$ cat src/rtl/shs_pkg.sv
// Shared types, constants and round functions of the SHA-256 stream hasher.
package shs_pkg;

    typedef enum logic [2:0] {
        ST_IN,
        ST_ROUND,
        ST_FOLD,
        ST_PAD,
        ST_OUT
    } shs_state_t;

    typedef struct packed {
        logic absorb;
        logic pad;
        logic start;
        logic round;
        logic fold;
        logic emit;
        logic finish;
    } shs_cmd_t;

    typedef struct packed {
        logic fill_full;
        logic len_phase;
        logic round_last;
        logic word_last;
    } shs_status_t;

    localparam logic [7:0] PAD_BYTE = 8'h80;
    localparam logic [5:0] LEN_FILL = 6'd56;

    localparam logic [31:0] IV [8] = '{
        32'h6a09e667, 32'hbb67ae85, 32'h3c6ef372, 32'ha54ff53a,
        32'h510e527f, 32'h9b05688c, 32'h1f83d9ab, 32'h5be0cd19
    };

    localparam logic [31:0] ROUND_K [64] = '{
        32'h428a2f98, 32'h71374491, 32'hb5c0fbcf, 32'he9b5dba5,
        32'h3956c25b, 32'h59f111f1, 32'h923f82a4, 32'hab1c5ed5,
        32'hd807aa98, 32'h12835b01, 32'h243185be, 32'h550c7dc3,
        32'h72be5d74, 32'h80deb1fe, 32'h9bdc06a7, 32'hc19bf174,
        32'he49b69c1, 32'hefbe4786, 32'h0fc19dc6, 32'h240ca1cc,
        32'h2de92c6f, 32'h4a7484aa, 32'h5cb0a9dc, 32'h76f988da,
        32'h983e5152, 32'ha831c66d, 32'hb00327c8, 32'hbf597fc7,
        32'hc6e00bf3, 32'hd5a79147, 32'h06ca6351, 32'h14292967,
        32'h27b70a85, 32'h2e1b2138, 32'h4d2c6dfc, 32'h53380d13,
        32'h650a7354, 32'h766a0abb, 32'h81c2c92e, 32'h92722c85,
        32'ha2bfe8a1, 32'ha81a664b, 32'hc24b8b70, 32'hc76c51a3,
        32'hd192e819, 32'hd6990624, 32'hf40e3585, 32'h106aa070,
        32'h19a4c116, 32'h1e376c08, 32'h2748774c, 32'h34b0bcb5,
        32'h391c0cb3, 32'h4ed8aa4a, 32'h5b9cca4f, 32'h682e6ff3,
        32'h748f82ee, 32'h78a5636f, 32'h84c87814, 32'h8cc70208,
        32'h90befffa, 32'ha4506ceb, 32'hbef9a3f7, 32'hc67178f2
    };

    function automatic logic [31:0] rotr(input logic [31:0] x, input int n);
        rotr = (x >> n) | (x << (32 - n));
    endfunction

    function automatic logic [31:0] big_sigma0(input logic [31:0] x);
        big_sigma0 = rotr(x, 2) ^ rotr(x, 13) ^ rotr(x, 22);
    endfunction

    function automatic logic [31:0] big_sigma1(input logic [31:0] x);
        big_sigma1 = rotr(x, 6) ^ rotr(x, 11) ^ rotr(x, 25);
    endfunction

    function automatic logic [31:0] small_sigma0(input logic [31:0] x);
        small_sigma0 = rotr(x, 7) ^ rotr(x, 18) ^ (x >> 3);
    endfunction

    function automatic logic [31:0] small_sigma1(input logic [31:0] x);
        small_sigma1 = rotr(x, 17) ^ rotr(x, 19) ^ (x >> 10);
    endfunction

endpackage

$ cat src/rtl/shs_ctrl.sv
// Controller state machine of the SHA-256 stream hasher.
module shs_ctrl (
    input  logic               clk,
    input  logic               rst_n,
    input  logic               in_valid,
    input  logic               in_present,
    input  logic               in_end,
    output logic               in_ready,
    output logic               out_valid,
    input  logic               out_ready,
    input  shs_pkg::shs_status_t status,
    output shs_pkg::shs_cmd_t    cmd
);
    import shs_pkg::*;

    shs_state_t state_reg, state_next;
    logic       end_pend_reg, end_pend_next;
    logic       final_reg, final_next;

    always_ff @(posedge clk or negedge rst_n)
    begin
        if (!rst_n)
        begin
            state_reg    <= ST_IN;
            end_pend_reg <= 1'b0;
            final_reg    <= 1'b0;
        end
        else
        begin
            state_reg    <= state_next;
            end_pend_reg <= end_pend_next;
            final_reg    <= final_next;
        end
    end

    always_comb
    begin
        state_next    = state_reg;
        end_pend_next = end_pend_reg;
        final_next    = final_reg;
        cmd           = '0;
        in_ready      = 1'b0;
        out_valid     = 1'b0;
        unique case (state_reg)
            ST_IN:
            begin
                in_ready = 1'b1;
                if (in_valid)
                begin
                    cmd.absorb    = in_present;
                    end_pend_next = in_end;
                    if (in_present && status.fill_full)
                    begin
                        cmd.start  = 1'b1;
                        state_next = ST_ROUND;
                    end
                    else if (in_end)
                    begin
                        state_next = ST_PAD;
                    end
                end
            end
            ST_ROUND:
            begin
                cmd.round = 1'b1;
                if (status.round_last)
                begin
                    state_next = ST_FOLD;
                end
            end
            ST_FOLD:
            begin
                cmd.fold = 1'b1;
                if (final_reg)
                begin
                    state_next = ST_OUT;
                end
                else if (end_pend_reg)
                begin
                    state_next = ST_PAD;
                end
                else
                begin
                    state_next = ST_IN;
                end
            end
            ST_PAD:
            begin
                cmd.pad = 1'b1;
                if (status.fill_full)
                begin
                    cmd.start  = 1'b1;
                    final_next = status.len_phase;
                    state_next = ST_ROUND;
                end
            end
            ST_OUT:
            begin
                out_valid = 1'b1;
                if (out_ready)
                begin
                    cmd.emit = 1'b1;
                    if (status.word_last)
                    begin
                        cmd.finish    = 1'b1;
                        end_pend_next = 1'b0;
                        final_next    = 1'b0;
                        state_next    = ST_IN;
                    end
                end
            end
            default:
            begin
                state_next = ST_IN;
            end
        endcase
    end

endmodule

$ cat src/rtl/shs_datapath.sv
// Datapath of the SHA-256 stream hasher: message window, rounds, chaining words.
module shs_datapath (
    input  logic                 clk,
    input  logic                 rst_n,
    input  shs_pkg::shs_cmd_t    cmd,
    input  logic [7:0]           in_byte,
    output shs_pkg::shs_status_t status,
    output logic [31:0]          digest_word,
    output logic [2:0]           word_index
);
    import shs_pkg::*;

    logic [31:0] chain_reg [8];
    logic [31:0] work_reg [8];
    logic [31:0] win_reg [16];
    logic [23:0] part_reg;
    logic [60:0] count_reg;
    logic [5:0]  fill_reg;
    logic [5:0]  round_reg;
    logic [2:0]  idx_reg;
    logic        pad_done_reg;
    logic        len_phase_reg;

    logic        insert;
    logic [7:0]  new_byte;
    logic [63:0] len_shift;
    logic [31:0] t1, t2, w_new;

    assign insert    = cmd.absorb | cmd.pad;
    assign len_shift = {count_reg, 3'b000} << {fill_reg[2:0], 3'b000};

    always_comb
    begin
        if (!cmd.pad)
        begin
            new_byte = in_byte;
        end
        else if (!pad_done_reg)
        begin
            new_byte = PAD_BYTE;
        end
        else if (len_phase_reg || fill_reg == LEN_FILL)
        begin
            new_byte = len_shift[63:56];
        end
        else
        begin
            new_byte = 8'h00;
        end
    end

    assign t1 = work_reg[7] + big_sigma1(work_reg[4])
              + ((work_reg[4] & work_reg[5]) ^ (~work_reg[4] & work_reg[6]))
              + ROUND_K[round_reg] + win_reg[0];
    assign t2 = big_sigma0(work_reg[0])
              + ((work_reg[0] & work_reg[1]) ^ (work_reg[0] & work_reg[2])
              ^ (work_reg[1] & work_reg[2]));
    assign w_new = small_sigma1(win_reg[14]) + win_reg[9]
                 + small_sigma0(win_reg[1]) + win_reg[0];

    always_ff @(posedge clk or negedge rst_n)
    begin
        if (!rst_n)
        begin
            for (int i = 0; i < 8; i++)
            begin
                chain_reg[i] <= IV[i];
            end
            count_reg     <= '0;
            fill_reg      <= '0;
            round_reg     <= '0;
            idx_reg       <= '0;
            pad_done_reg  <= 1'b0;
            len_phase_reg <= 1'b0;
        end
        else
        begin
            if (insert)
            begin
                fill_reg <= fill_reg + 6'd1;
            end
            if (cmd.absorb)
            begin
                count_reg <= count_reg + 61'd1;
            end
            if (cmd.pad)
            begin
                pad_done_reg <= 1'b1;
                if (pad_done_reg && fill_reg == LEN_FILL)
                begin
                    len_phase_reg <= 1'b1;
                end
            end
            if (cmd.start)
            begin
                round_reg <= '0;
            end
            else if (cmd.round)
            begin
                round_reg <= round_reg + 6'd1;
            end
            if (cmd.fold)
            begin
                for (int i = 0; i < 8; i++)
                begin
                    chain_reg[i] <= chain_reg[i] + work_reg[i];
                end
            end
            if (cmd.emit)
            begin
                idx_reg <= idx_reg + 3'd1;
            end
            if (cmd.finish)
            begin
                for (int i = 0; i < 8; i++)
                begin
                    chain_reg[i] <= IV[i];
                end
                count_reg     <= '0;
                fill_reg      <= '0;
                pad_done_reg  <= 1'b0;
                len_phase_reg <= 1'b0;
            end
        end
    end

    always_ff @(posedge clk)
    begin
        if (insert)
        begin
            if (fill_reg[1:0] == 2'd3)
            begin
                for (int i = 0; i < 15; i++)
                begin
                    win_reg[i] <= win_reg[i + 1];
                end
                win_reg[15] <= {part_reg, new_byte};
            end
            else
            begin
                part_reg <= {part_reg[15:0], new_byte};
            end
        end
        else if (cmd.round)
        begin
            for (int i = 0; i < 15; i++)
            begin
                win_reg[i] <= win_reg[i + 1];
            end
            win_reg[15] <= w_new;
        end

        if (cmd.start)
        begin
            for (int i = 0; i < 8; i++)
            begin
                work_reg[i] <= chain_reg[i];
            end
        end
        else if (cmd.round)
        begin
            work_reg[7] <= work_reg[6];
            work_reg[6] <= work_reg[5];
            work_reg[5] <= work_reg[4];
            work_reg[4] <= work_reg[3] + t1;
            work_reg[3] <= work_reg[2];
            work_reg[2] <= work_reg[1];
            work_reg[1] <= work_reg[0];
            work_reg[0] <= t1 + t2;
        end
    end

    assign status.fill_full  = (fill_reg == 6'd63);
    assign status.len_phase  = len_phase_reg;
    assign status.round_last = (round_reg == 6'd63);
    assign status.word_last  = (idx_reg == 3'd7);

    assign digest_word = chain_reg[idx_reg];
    assign word_index  = idx_reg;

endmodule

$ cat src/rtl/sha256_stream_hasher_top.sv
// Top level of the SHA-256 stream hasher.
//
// The input stream takes one request per message byte: tdata carries the
// byte, tuser[0] says whether a byte is present, tlast ends the message.
// A request with tuser[0] low and tlast high ends an empty or complete
// message. The 64th byte of a block starts a compression of 64 rounds
// and a fold, during which input is held off. At the message end the
// block inserts padding one byte per cycle outside compressions, with
// one extra compression when the length does not fit, then sends eight
// digest words on the output stream, most significant first; tlast marks
// the last word. A stalled receiver holds the current word and input
// stays blocked until all eight words are taken; the hash then restarts
// from the initial value. Reset clears the byte count and loads the
// initial hash; the block is ready as soon as reset is released.
module sha256_stream_hasher_top (
    input  logic        clk,
    input  logic        rst_n,
    input  logic        s_axis_tvalid,
    output logic        s_axis_tready,
    input  logic [7:0]  s_axis_tdata,   // data_byte[7:0]
    input  logic [0:0]  s_axis_tuser,   // byte_present[0]
    input  logic        s_axis_tlast,
    output logic        m_axis_tvalid,
    input  logic        m_axis_tready,
    output logic [39:0] m_axis_tdata,   // digest_word[31:0], word_index[34:32], zero[39:35]
    output logic        m_axis_tlast
);
    import shs_pkg::*;

    shs_cmd_t    cmd;
    shs_status_t status;
    logic [31:0] digest_word;
    logic [2:0]  word_index;

    shs_ctrl u_ctrl (
        .clk        (clk),
        .rst_n      (rst_n),
        .in_valid   (s_axis_tvalid),
        .in_present (s_axis_tuser[0]),
        .in_end     (s_axis_tlast),
        .in_ready   (s_axis_tready),
        .out_valid  (m_axis_tvalid),
        .out_ready  (m_axis_tready),
        .status     (status),
        .cmd        (cmd)
    );

    shs_datapath u_datapath (
        .clk         (clk),
        .rst_n       (rst_n),
        .cmd         (cmd),
        .in_byte     (s_axis_tdata),
        .status      (status),
        .digest_word (digest_word),
        .word_index  (word_index)
    );

    assign m_axis_tdata = {5'b00000, word_index, digest_word};
    assign m_axis_tlast = status.word_last;

endmodule

$ cat config.mk
export PLATFORM = sky130hd
export DESIGN_NAME = sha256_stream_hasher_top
export DESIGN_NICKNAME = d
export VERILOG_FILES = /design/src/rtl/shs_pkg.sv /design/src/rtl/shs_ctrl.sv /design/src/rtl/shs_datapath.sv /design/src/rtl/sha256_stream_hasher_top.sv
export SDC_FILE = /design/constraint.sdc
export NUM_CORES = 2
export LEC_CHECK = 0
export BUFFER_PORTS_ARGS = -buffer_cell sky130_fd_sc_hd__buf_4
export CAP_MARGIN = 10
export CORE_MARGIN = 2
export CORE_UTILIZATION = 65
export DETAILED_ROUTE_END_ITERATION = 8
export GPL_TIMING_DRIVEN = 0
export HOLD_SLACK_MARGIN = 0.12
export MAX_ROUTING_LAYER = met4
export PLACE_DENSITY = 0.86
export SLEW_MARGIN = 20
export SYNTH_ARGS = -nofsm -noshare
export SYNTH_HDL_FRONTEND = slang
export SYNTH_SLANG_ARGS = --single-unit
$ cat constraint.sdc
create_clock -name clk -period 27.4 [get_ports clk]
set_input_delay 4.11 -clock clk [delete_from_list [all_inputs] [get_ports clk]]
set_output_delay 4.11 -clock clk [all_outputs]
set_load 0.01 [all_outputs]
==> flow_metrics.env <==
export IMPL_grt_pass1_wl_um=382000
export IMPL_hold_path_endpoint="u_datapath.win_reg[0][334]$_DFFE_PP_"
export IMPL_viasPerCell=7.00
export IMPL_drive_gt1_share_pct=8.93
export IMPL_ys_seq_area_share_pct=46.0
export IMPL_finalHoldViolCount=0
export IMPL_setup_viol=0
export IMPL_critical_path_max_stage_delay_ps=780
export IMPL_cpMaxStageDelayCell="a2111oi_0"
export IMPL_synth_top_area_share_pct=33.7
export IMPL_core_area_mm2=0.107
export IMPL_synth_area_top_cells="edfxtp_1 (34%), dfrtp_1 (7.2%), ha_1 (7.1%)"
export IMPL_startpoint_type="register"
export IMPL_cp_required_ps=27870
export IMPL_slew_viol_final=0
export IMPL_synth_edff_count=792
export IMPL_wl_met3_um=40500
export IMPL_syn2layout_area_growth_pct=10.1
export IMPL_setup_worst_path_end_class="register"
export IMPL_synth_most_common_cell="nand2_1"
export IMPL_rsz0062_at_grt="no"
export IMPL_multi_input_area_mm2=0.0360
export IMPL_cts_resized=0
export IMPL_cts_sinks=1131
export IMPL_synthCells=6674
export IMPL_ys_async_sr_fraction_pct=30.0
export IMPL_dr_pass1_iters=8
export IMPL_r2r_slack_ps=15000
export IMPL_drt_iter0_markers=9989
export IMPL_crit_path_frequent_cell="a21oi_1"
export IMPL_overflow=0
export IMPL_clk_latency_ps=780
export IMPL_synth_area_per_cell_um2=10.6
export IMPL_setup_tns_ps=0
export IMPL_drc=0
export IMPL_cts_root_buf="clkbuf_16"
export IMPL_dp_slack_ps=15490
export IMPL_synth_largest_area_cell="edfxtp_1"
export IMPL_fillers=7425
export IMPL_grt_max_degree=88
export IMPL_setup_ws_ps=15000
export IMPL_ys_warnings_count=0
export IMPL_crit_path_max_fanout=12
export IMPL_wl_met1_um=93600
export IMPL_hold_path_cell_count=0
export IMPL_grtUsageTotal_pct=49.1
export IMPL_clockBufferDepth=3
export IMPL_skew_ps=80.1
export IMPL_reg2reg_depth=37
export IMPL_cts_tree="built"
export IMPL_synth_cell_types=92
export IMPL_period_share_pct=45.3
export IMPL_outcome="finished, final reports clean"
export IMPL_die_height_um=333
export IMPL_fin_cells=8415
export IMPL_fmax_ghz=0.0806
export IMPL_die_area_mm2=0.111
export IMPL_reg2reg_to="u_datapath.work_reg[0][31]$_DFFE_PP_"
export IMPL_timing_slew_headroom_pct=11.3
export IMPL_final_antenna_net_count=0
export IMPL_wl_per_cell_um=31.6
export IMPL_crit_type="reg -> reg"
export IMPL_wl_um=266000
export IMPL_io_buffers=51
export IMPL_synth_common_cells="nand2_1 (1002), edfxtp_1 (792), o21ai_0 (488)"
export IMPL_top_layer="met4"
export IMPL_htreeDepth=3
export IMPL_syn_area_mm2=0.0705
export IMPL_dp_cells=8164
export IMPL_fp_dieW_um=333
export IMPL_arrival_ps=12880
export IMPL_initial_core_util_pct=65.7
export IMPL_fin_util_pct=72.3
export IMPL_cap_violations=0
export IMPL_wl_met2_um=110000
export IMPL_min_from="u_datapath.win_reg[0][366]$_DFFE_PP_"
export IMPL_fin_crit_ps=12400
export IMPL_pin_count=57
export IMPL_ys_ff_latch=1131
export IMPL_grt_pass1_vias=56200
export IMPL_seq_area_mm2=0.0324
export IMPL_antenna_found_initial=26
export IMPL_place_congestion=1.09
export IMPL_vias=58900
export IMPL_hpwl_um=196000
export IMPL_post_cts_buffers=0
export IMPL_nets=7489
export IMPL_cts_hold_buf=0
export IMPL_path_clk_slew_ps=70
export IMPL_r2r_start="u_datapath.round_reg[1]$_DFFE_PN0P_"
export IMPL_row_count=120
export IMPL_largest_reg_flops=512
export IMPL_min_path_type="reg -> reg"
export IMPL_cts_inserted_buffers=117
export IMPL_tightest_slew_ps=1330
export IMPL_synth_main_ff_cell="edfxtp_1"
cell type report:
type	count	area share [%]
multi-input combinational	4953	46.3
sequential	1131	41.8
clock buffer	152	4.07
tap	1403	2.26
timing repair buffer	85	1.55
buffer	297	1.50
inverter	297	1.44
clock inverter	70	1.04
antenna	27	0.0870
critical path, delay by kind of cell (launching register included):
family | cells | cell delay (ps)
fa+ha+maj | 7 | 3030
buf+inv | 7 | 1930
simple gates | 3 | 1110
flops | 1 | 590
compound gates | 18 | 4690
xor+xnor | 2 | 810
kinds of logic after synthesis:
group,synth area share (%)
adders and majority gates,12.9
AOI/OAI and AO/OA,14.4
muxes,3.87
and+or+nand+nor,11.9
xor gates and xnor gates,7.75
buffers and inverters,3.19
other,0.00532
DFF,46.0
metal layers:
metal	vias up	track usage (%)
met4	0	31.1
met2	5030	67.5
met5	-	-
met1	28300	62.7
met3	1163	16.0
li1	24400	-
worst max path at each step:
stage | startpoint | end | slack, ps | cells after the start
final | u_datapath.round_reg[1]$_DFFE_PN0P_ | u_datapath.work_reg[0][31]$_DFFE_PP_ | 15000 | 37
after global routing | u_datapath.round_reg[1]$_DFFE_PN0P_ | u_datapath.work_reg[0][31]$_DFFE_PP_ | 14680 | 40
after CTS | u_datapath.round_reg[1]$_DFFE_PN0P_ | u_datapath.work_reg[0][31]$_DFFE_PP_ | 15430 | 37
after detailed placement | u_datapath.round_reg[1]$_DFFE_PN0P_ | u_datapath.work_reg[0][31]$_DFFE_PP_ | 15490 | 37
after global placement | s_axis_tuser | u_datapath.work_reg[0][212]$_DFFE_PP_ | -7570 | 4
after floorplan | s_axis_tuser | u_datapath.work_reg[0][0]$_DFFE_PP_ | 3930 | 3
cells in the final DEF, fill, tap and decap left out, types with 44 or more instances in the layout:
| master | n |
|---|---|
| a211oi_1 | 60 |
| a21o_1 | 187 |
| a21oi_1 | 428 |
| buf_4 | 55 |
| clkbuf_1 | 252 |
| clkbuf_16 | 117 |
| dfrtp_1 | 203 |
| dfstp_2 | 136 |
| edfxtp_1 | 792 |
| fa_1 | 195 |
| ha_1 | 398 |
| inv_1 | 292 |
| mux2_2 | 54 |
| mux4_2 | 79 |
| nand2_1 | 1001 |
| nand2b_1 | 66 |
| nand3_1 | 130 |
| nor2_1 | 375 |
| nor3_1 | 116 |
| o211ai_1 | 44 |
| o21a_1 | 56 |
| o21ai_0 | 487 |
| o21bai_1 | 44 |
| xnor2_1 | 374 |
| xor2_1 | 237 |
stage by stage:
stage	area, um2	hold slack (ps)
detailed placement	73600	405
CTS	77500	388
global route	77600	396
global placement	72700	400
floorplan	70500	400
finish	77700	378
Power is not shown: default switching activity piles up to over one toggle a cycle in this logic, so the estimate is an artifact.
